==> src/sv/lmbs_pkg.sv <==
// Package for the LED matrix bitplane scanner.
// Shared types, codes and default constants; used by every module of the block.
// No dependencies.
package lmbs_pkg;

  localparam int PANEL_ROWS_DEF      = 64;
  localparam int PANEL_COLS_DEF      = 64;
  localparam int ROW_SELECT_BITS_DEF = 5;

  localparam int COLOR_W    = 24;
  localparam int BASE_W     = 10;
  localparam int ON_TIME_W  = 17;
  localparam int ROW_ADDR_W = 5;
  localparam int PLANE_W    = 3;
  localparam int POS_W      = 8;
  localparam int IN_DATA_W  = 40;
  localparam int OUT_DATA_W = 56;

  localparam logic [BASE_W-1:0]  BASE_RESET = 10'd100;
  localparam logic [PLANE_W-1:0] PLANE_LAST = 3'd7;

  typedef enum logic [1:0] {
    MODE_WRITE = 2'd0,
    MODE_READ  = 2'd1,
    MODE_FLIP  = 2'd2,
    MODE_SCAN  = 2'd3
  } mode_e;

  typedef enum logic [1:0] {
    KIND_NONE  = 2'd0,
    KIND_PIXEL = 2'd1,
    KIND_DUMMY = 2'd2,
    KIND_LATCH = 2'd3
  } kind_e;

  // Per-word side information carried from acceptance to the result stage.
  typedef struct packed {
    kind_e                 kind;
    logic [PLANE_W-1:0]    plane;
    logic [ROW_ADDR_W-1:0] row_addr;
    logic [ON_TIME_W-1:0]  on_time;
    logic                  swapped;
    logic                  frame_end;
    logic                  top_ok;
    logic                  bot_ok;
    logic                  rd_ok;
  } scan_info_t;

  typedef struct packed {
    logic front;
    logic pending;
    logic done;
  } flip_state_t;

endpackage

==> src/sv/lmbs_scan_seq.sv <==
// Scan sequencer: slot, plane and row counters, flip handshake and on-time register.
// Produces the side information for each accepted word. Depends on lmbs_pkg.
module lmbs_scan_seq #(
  parameter int PANEL_ROWS      = lmbs_pkg::PANEL_ROWS_DEF,
  parameter int PANEL_COLS      = lmbs_pkg::PANEL_COLS_DEF,
  parameter int ROW_SELECT_BITS = lmbs_pkg::ROW_SELECT_BITS_DEF,
  localparam int CB = $clog2(PANEL_COLS)
) (
  input  logic                         clk_i,
  input  logic                         rst_ni,
  input  logic                         accept_i,
  input  lmbs_pkg::mode_e              mode_i,
  input  logic                         cfg_we_i,
  input  logic [lmbs_pkg::BASE_W-1:0]  cfg_wdata_i,
  output lmbs_pkg::scan_info_t         info_o,
  output lmbs_pkg::flip_state_t        flip_o,
  output logic [lmbs_pkg::POS_W-1:0]   top_row_o,
  output logic [lmbs_pkg::POS_W-1:0]   bot_row_o,
  output logic [CB-1:0]                col_o
);

  localparam int SLOT_W = $clog2(PANEL_COLS + 2);

  logic [SLOT_W-1:0]            slot_q, slot_d;
  logic [lmbs_pkg::PLANE_W-1:0] plane_q, plane_d;
  logic [ROW_SELECT_BITS-1:0]   row_q, row_d;
  logic                         front_q, front_d;
  logic                         pend_q, pend_d;
  logic                         done_q, done_d;
  logic [lmbs_pkg::BASE_W-1:0]  base_q;
  logic                         step, is_pixel, is_dummy, slot_last, frame_end;
  logic [lmbs_pkg::POS_W-1:0]   top_row, bot_row;

  assign step      = accept_i && (mode_i == lmbs_pkg::MODE_SCAN);
  assign is_pixel  = slot_q < SLOT_W'(PANEL_COLS);
  assign is_dummy  = slot_q == SLOT_W'(PANEL_COLS);
  assign slot_last = slot_q == SLOT_W'(PANEL_COLS + 1);
  assign frame_end = step && slot_last && (plane_q == lmbs_pkg::PLANE_LAST) && (&row_q);

  assign top_row = lmbs_pkg::POS_W'(row_q);
  assign bot_row = lmbs_pkg::POS_W'(PANEL_ROWS / 2) + lmbs_pkg::POS_W'(row_q);

  always_comb begin
    slot_d  = slot_q;
    plane_d = plane_q;
    row_d   = row_q;
    front_d = front_q;
    pend_d  = pend_q;
    done_d  = done_q;
    if (step) begin
      if (slot_last) begin
        slot_d = '0;
        if (plane_q == lmbs_pkg::PLANE_LAST) begin
          plane_d = '0;
          row_d   = row_q + ROW_SELECT_BITS'(1);
        end else begin
          plane_d = plane_q + lmbs_pkg::PLANE_W'(1);
        end
      end else begin
        slot_d = slot_q + SLOT_W'(1);
      end
    end
    if (frame_end && pend_q) begin
      front_d = ~front_q;
      pend_d  = 1'b0;
      done_d  = 1'b1;
    end
    if (accept_i && (mode_i == lmbs_pkg::MODE_FLIP)) begin
      pend_d = 1'b1;
      done_d = 1'b0;
    end
  end

  always_ff @(posedge clk_i or negedge rst_ni) begin
    if (!rst_ni) begin
      slot_q  <= '0;
      plane_q <= '0;
      row_q   <= '0;
      front_q <= 1'b0;
      pend_q  <= 1'b0;
      done_q  <= 1'b0;
      base_q  <= lmbs_pkg::BASE_RESET;
    end else begin
      slot_q  <= slot_d;
      plane_q <= plane_d;
      row_q   <= row_d;
      front_q <= front_d;
      pend_q  <= pend_d;
      done_q  <= done_d;
      if (cfg_we_i) begin
        base_q <= cfg_wdata_i;
      end
    end
  end

  always_comb begin
    info_o           = '0;
    info_o.kind      = lmbs_pkg::KIND_NONE;
    info_o.plane     = plane_q;
    info_o.swapped   = done_d;
    info_o.frame_end = frame_end;
    if (step) begin
      priority if (is_pixel) begin
        info_o.kind   = lmbs_pkg::KIND_PIXEL;
        info_o.top_ok = top_row < lmbs_pkg::POS_W'(PANEL_ROWS);
        info_o.bot_ok = bot_row < lmbs_pkg::POS_W'(PANEL_ROWS);
      end else if (is_dummy) begin
        info_o.kind = lmbs_pkg::KIND_DUMMY;
      end else begin
        info_o.kind     = lmbs_pkg::KIND_LATCH;
        info_o.row_addr = lmbs_pkg::ROW_ADDR_W'(row_q);
        info_o.on_time  = lmbs_pkg::ON_TIME_W'(base_q) << plane_q;
      end
    end
  end

  assign flip_o    = '{front: front_q, pending: pend_q, done: done_q};
  assign top_row_o = top_row;
  assign bot_row_o = bot_row;
  assign col_o     = slot_q[CB-1:0];

endmodule

==> config.mk <==
export PLATFORM = sky130hd
export DESIGN_NAME = lmbs_scan_seq
export DESIGN_NICKNAME = d
export VERILOG_FILES = /design/src/sv/lmbs_pkg.sv /design/src/sv/lmbs_scan_seq.sv
export SDC_FILE = /design/constraint.sdc
export NUM_CORES = 1
export LEC_CHECK = 0
export BUFFER_PORTS_ARGS = -buffer_cell sky130_fd_sc_hd__buf_2
export CAP_MARGIN = 20
export CORE_ASPECT_RATIO = 1.25
export CORE_UTILIZATION = 45
export CTS_CLUSTER_DIAMETER = 50
export DETAILED_ROUTE_END_ITERATION = 8
export GPL_ROUTABILITY_DRIVEN = 0
export HOLD_SLACK_MARGIN = 0.05
export PLACE_DENSITY = 0.75
export SYNTH_ARGS = -nofsm -noshare
export SYNTH_HDL_FRONTEND = slang
export SYNTH_SLANG_ARGS = --single-unit
==> constraint.sdc <==
create_clock -name clk_i -period 1.8 [get_ports clk_i]
set_clock_uncertainty 0.15 [all_clocks]
set_input_delay 0.27 -clock clk_i [delete_from_list [all_inputs] [get_ports clk_i]]
set_output_delay 0.27 -clock clk_i [all_outputs]
set_load 0.1 [all_outputs]
### After elaboration in Yosys (flattened, before gate mapping)

Cells that the tools add are included.
Widths: inputs -> output; s select.

* flip-flop bits (word level): 28
* bits of input ports: 16
* output and inout bits: 57
* logic and storage cells: 45

* $add $sub $neg: 4
* $lt $le $gt $ge: 3
* eq/ne operators: 5
* shifts and indexed selects: 1
* muxes and demuxes: 14
* bitwise operators: 1
* reductions and logical operators: 10

Operator list (count)
* $mux 22: 3
* $shl 10x3->17: 1
* $eq 7x7->1 const B: 2
* $lt 7x7->1 const B: 2
* $mux 2: 4
* $add 6x5->7 const A: 1
* $add 7x1->7 const B: 1
* $lt 5x7->1 const B: 1
* $mux 7: 1
* $logic_and 1x1->1: 6
* $add 5x1->5 const B: 1
* $mux 1: 5
* $reduce_and 5->1: 1
* $eq 2x2->1 const B: 2
* $add 3x1->3 const B: 1
* $eq 3x3->1 const B: 1
* $mux 3: 1
* $reduce_and 3->1: 1
* $reduce_and 2->1: 1
* $reduce_bool 2->1: 1
* $not 1->1: 1

### Logic depth before layout (Yosys ltp)

* depth in word-level cells: 8
* mapped depth: 7
* depth with buffers taken out: 6

### Worst setup path before layout

OpenSTA, ideal clock, no wires.

* path type: reg2out
* from: reg plane_q[0] in the netlist's numbering
* to: out info_o[11] in the netlist's numbering
* arrival: 3.966 ns
* required time: 1.380 ns
* setup slack: -2.586 ns
* cell stages (with the launch flop): 5
* buffers on the path: 1
* path through: dfrtp_1 > buf_4 > mux2i_1 > mux2_2 > a211oi_1

RTL lines
* start, declared: line lmbs_scan_seq.sv:25 `logic [lmbs_pkg::PLANE_W-1:0] plane_q, plane_d;`
* start signal, assigned: line lmbs_scan_seq.sv:85 `plane_q <= plane_d;`
* end, declared: line lmbs_scan_seq.sv:15 `output lmbs_pkg::scan_info_t info_o,`

==> results.json <==
{
  "status": "finished, violations left",
  "violations": "setup timing",
  "setup.worst_path.start_class": "flip-flop",
  "fp.dieW_um": 61.27,
  "post_drt_wl_per_cell_um": 28.98,
  "power_frac_seq_pct": 31.8,
  "rows": 26,
  "power.switching_mw": 1.133,
  "dr.first_iter.drc_count": 291,
  "fin_ws_ps": -718.4,
  "ant_nets": 0,
  "synth.distinct_cells": 41,
  "async_flop_share_pct": 100.0,
  "worstSkewPairLatency_ps": 300,
  "first_pass_iters": 7,
  "met2_usage_pct": 64.02,
  "synth_top_flop_cell": "dfrtp_1",
  "ys_seq_elements": 28,
  "layout-drive-gt1-share_pct": 77.81,
  "period_share_pct": 139.9,
  "power.density_nw_per_um2": 628.4,
  "setup_viol": 37,
  "p_leak_nw": 1.712,
  "multi_input_area_um2": 1669,
  "slew_viol_final": 0,
  "fill_cells": 91,
  "grt_pass1_vias": 2324,
  "power.share.combinational_pct": 51.2,
  "p_int_mw": 1.370,
  "clock_sinks": 28,
  "syn-cell-area_um2": 1976,
  "maxCapViolCount": 0,
  "yosys_warnings": 0,
  "path_class": "reg2out",
  "ir_drop_mv": 1.564,
  "most-common-layout-cells": "buf_4, buf_12, buf_2",
  "regArea_um2": 733.2,
  "synth_edf_count": 0,
  "crit_path_cell_trace": "buf_8 -> mux2_4 -> buf_4 -> o221ai_2 -> nor2_4 -> buf_12",
  "wirelength_mm": 10.90,
  "hold_path.class": "in2reg",
  "viasPerCell": 6.481,
  "core_area_um2": 4164,
  "endpoint_kind": "primary output",
  "tightest_slew_ps": 678.2,
  "design_area_um2": 3983,
  "fmax_ghz": 0.3971,
  "port_buffers": 65,
  "start_util_pct": 47.45,
  "dp_hpwl_mm": 4.682,
  "cts_buffers": 3,
  "cp_max_fo": 7,
  "syn2layout_area_growth_pct": 101.6,
  "cts_tree": "yes",
  "cts_buffer_depth": 2,
  "antenna_cells": 0,
  "p_clk_share_pct": 16.9,
  "slew_headroom_pct": 54.79,
  "cts_max_level": 1,
  "final_nets": 344,
  "dieArea_um2": 4661,
  "grt_pass1_wl_mm": 12.05,
  "cp_slowest_cell": "dfrtp_4",
  "slowest_delay_ps": 520,
  "met3_usage_pct": 7.640,
  "timing.hold.ws_ps": 62.39,
  "die_h_um": 76.08,
  "clk_pin_slew_ps": 100,
  "grt_usage_pct": 36.13,
  "grt_max_degree": 29,
  "worstPathRequired_ps": 1380,
  "synth_area_per_cell_um2": 9.544,
  "post-route-min-period_ps": 2518,
  "hold_viol": 0,
  "grtUsageMet1_pct": 34.83,
  "grt.busiest_layer": "met2",
  "grt_overflow": 0,
  "rsz0062_at_grt": "true",
  "layout_commonest_cell": "buf_4",
  "ys_seq_area_share_pct": 35.66,
  "worstPathArrival_ps": 2100,
  "sw_frac_of_total_pct": 45.27,
  "route.detailed.drc": 0,
  "final_util_pct": 95.64,
  "ioPinCount": 73,
  "syn-instance-count": 207,
  "clk_root_buffer_cell": "clkbuf_8",
  "place_area_um2": 3405,
  "via_count": 2437,
  "antenna_found_initial": 0
}
==> cell type report <==
type                    count  share of cell area, %
repair buffers            138                  36.25
multi-input cells         147                  41.91
clock buffers               4                  1.382
inverters                   3                 0.2828
well taps                  56                  1.759
flip-flops and latches     28                  18.41
==> final timing paths <==
kind	start	endpoint	slack [ps]	cells past startpoint
setup / recovery	plane_q[0]$_DFFE_PN0P_	info_o[10]	-720	6
hold / removal	cfg_wdata_i[4]	base_q[4]$_DFFE_PN0P_	60	2
setup reg to reg	slot_q[0]$_DFFE_PN0P_	row_q[0]$_DFFE_PN0P_	-370	10
hold reg to reg	front_q$_DFFE_PN0P_	front_q$_DFFE_PN0P_	320	1
max in group asynchronous	rst_ni	row_q[2]$_DFFE_PN0P_	570	2
min in group asynchronous	rst_ni	front_q$_DFFE_PN0P_	430	2
==> cell families (layout without fill, tap and decap cells) <==
kind of cell	Yosys count	in the layout	synth area share [%]
compound gates	32	32	10.45
buf+inv	37	145	12.73
flops	28	28	35.66
other cells	2	7	0.3801
mux	24	24	13.55
fa+ha+maj	7	7	4.433
simple gates	70	70	19.70
xor+xnor	7	7	3.103
==> metal layers <==
layer	wire (µm)	share of wire [%]
met5	0	0
met4	1190	11
met3	916	8.4
met2	5589	51
met1	3202	29
==> critical path: cells and delay by family (launching register included) <==
kind	cells	cell delay (ps)
AOI/OAI and AO/OA	1	320
DFF	1	520
and+or+nand+nor	1	110
buffers and inverters	3	500
muxes	1	350
==> flip-flops by register name, indices dropped and copies added, names as in the netlist <==
register,flops
base_q,10
done_q,1
front_q,1
pend_q,1
plane_q,3
row_q,5
slot_q,7
==> power groups by stage <==
| stage | logic [mW] | clock network [mW] | registers (mW) |
|---|---|---|---|
| floorplan | 0.715 | 0 | 0.769 |
| global placement | 0.918 | 0 | 0.781 |
| detailed placement | 0.940 | 0 | 0.787 |
| CTS | 1.02 | 0.401 | 0.777 |
| global route | 1.31 | 0.435 | 0.799 |
| finish | 1.28 | 0.424 | 0.797 |
==> cell usage after synthesis (4+ instances only) <==
master	count	share of area [%]
buf_4	25	9.5
dfrtp_1	25	32
mux2_2	22	13
nand2_1	12	2.3
nor2_1	12	2.3
nor3_1	11	2.8
nand3_1	8	2.0
ha_1	7	4.4
o21ai_0	7	1.8
o22ai_1	7	2.2
a21oi_1	6	1.5
and2_1	6	1.9
and3_1	4	1.3
nand2b_1	4	1.3
nand4_1	4	1.3
xnor2_1	4	1.8
==> per-stage QoR <==
| stage | setup WS, ps | TNS, ps | power [mW] | std cells |
|---|---|---|---|---|
| 6_report | -718.4 | -14780 | 2.503 | 376 |
| 5_1_grt | -753.4 | -15550 | 2.543 | 376 |
| 4_1_cts | -445.0 | -9997 | 2.197 | 364 |
| 3_5_place_dp | -175.6 | -3396 | 1.727 | 350 |
| 3_3_place_gp | -146.3 | -2325 | 1.699 | 350 |
| 2_1_floorplan | -870.8 | -9673 | 1.484 | 212 |
==> timing repair <==
action,CTS,global route
hold buffers,1,0
resized for setup,50,36
endpoints found under the setup margin,34,37
hold endpoints to repair,25,0
pin swaps,20,26
buffers inserted,9,15
Power figures use the tool's default switching activity.
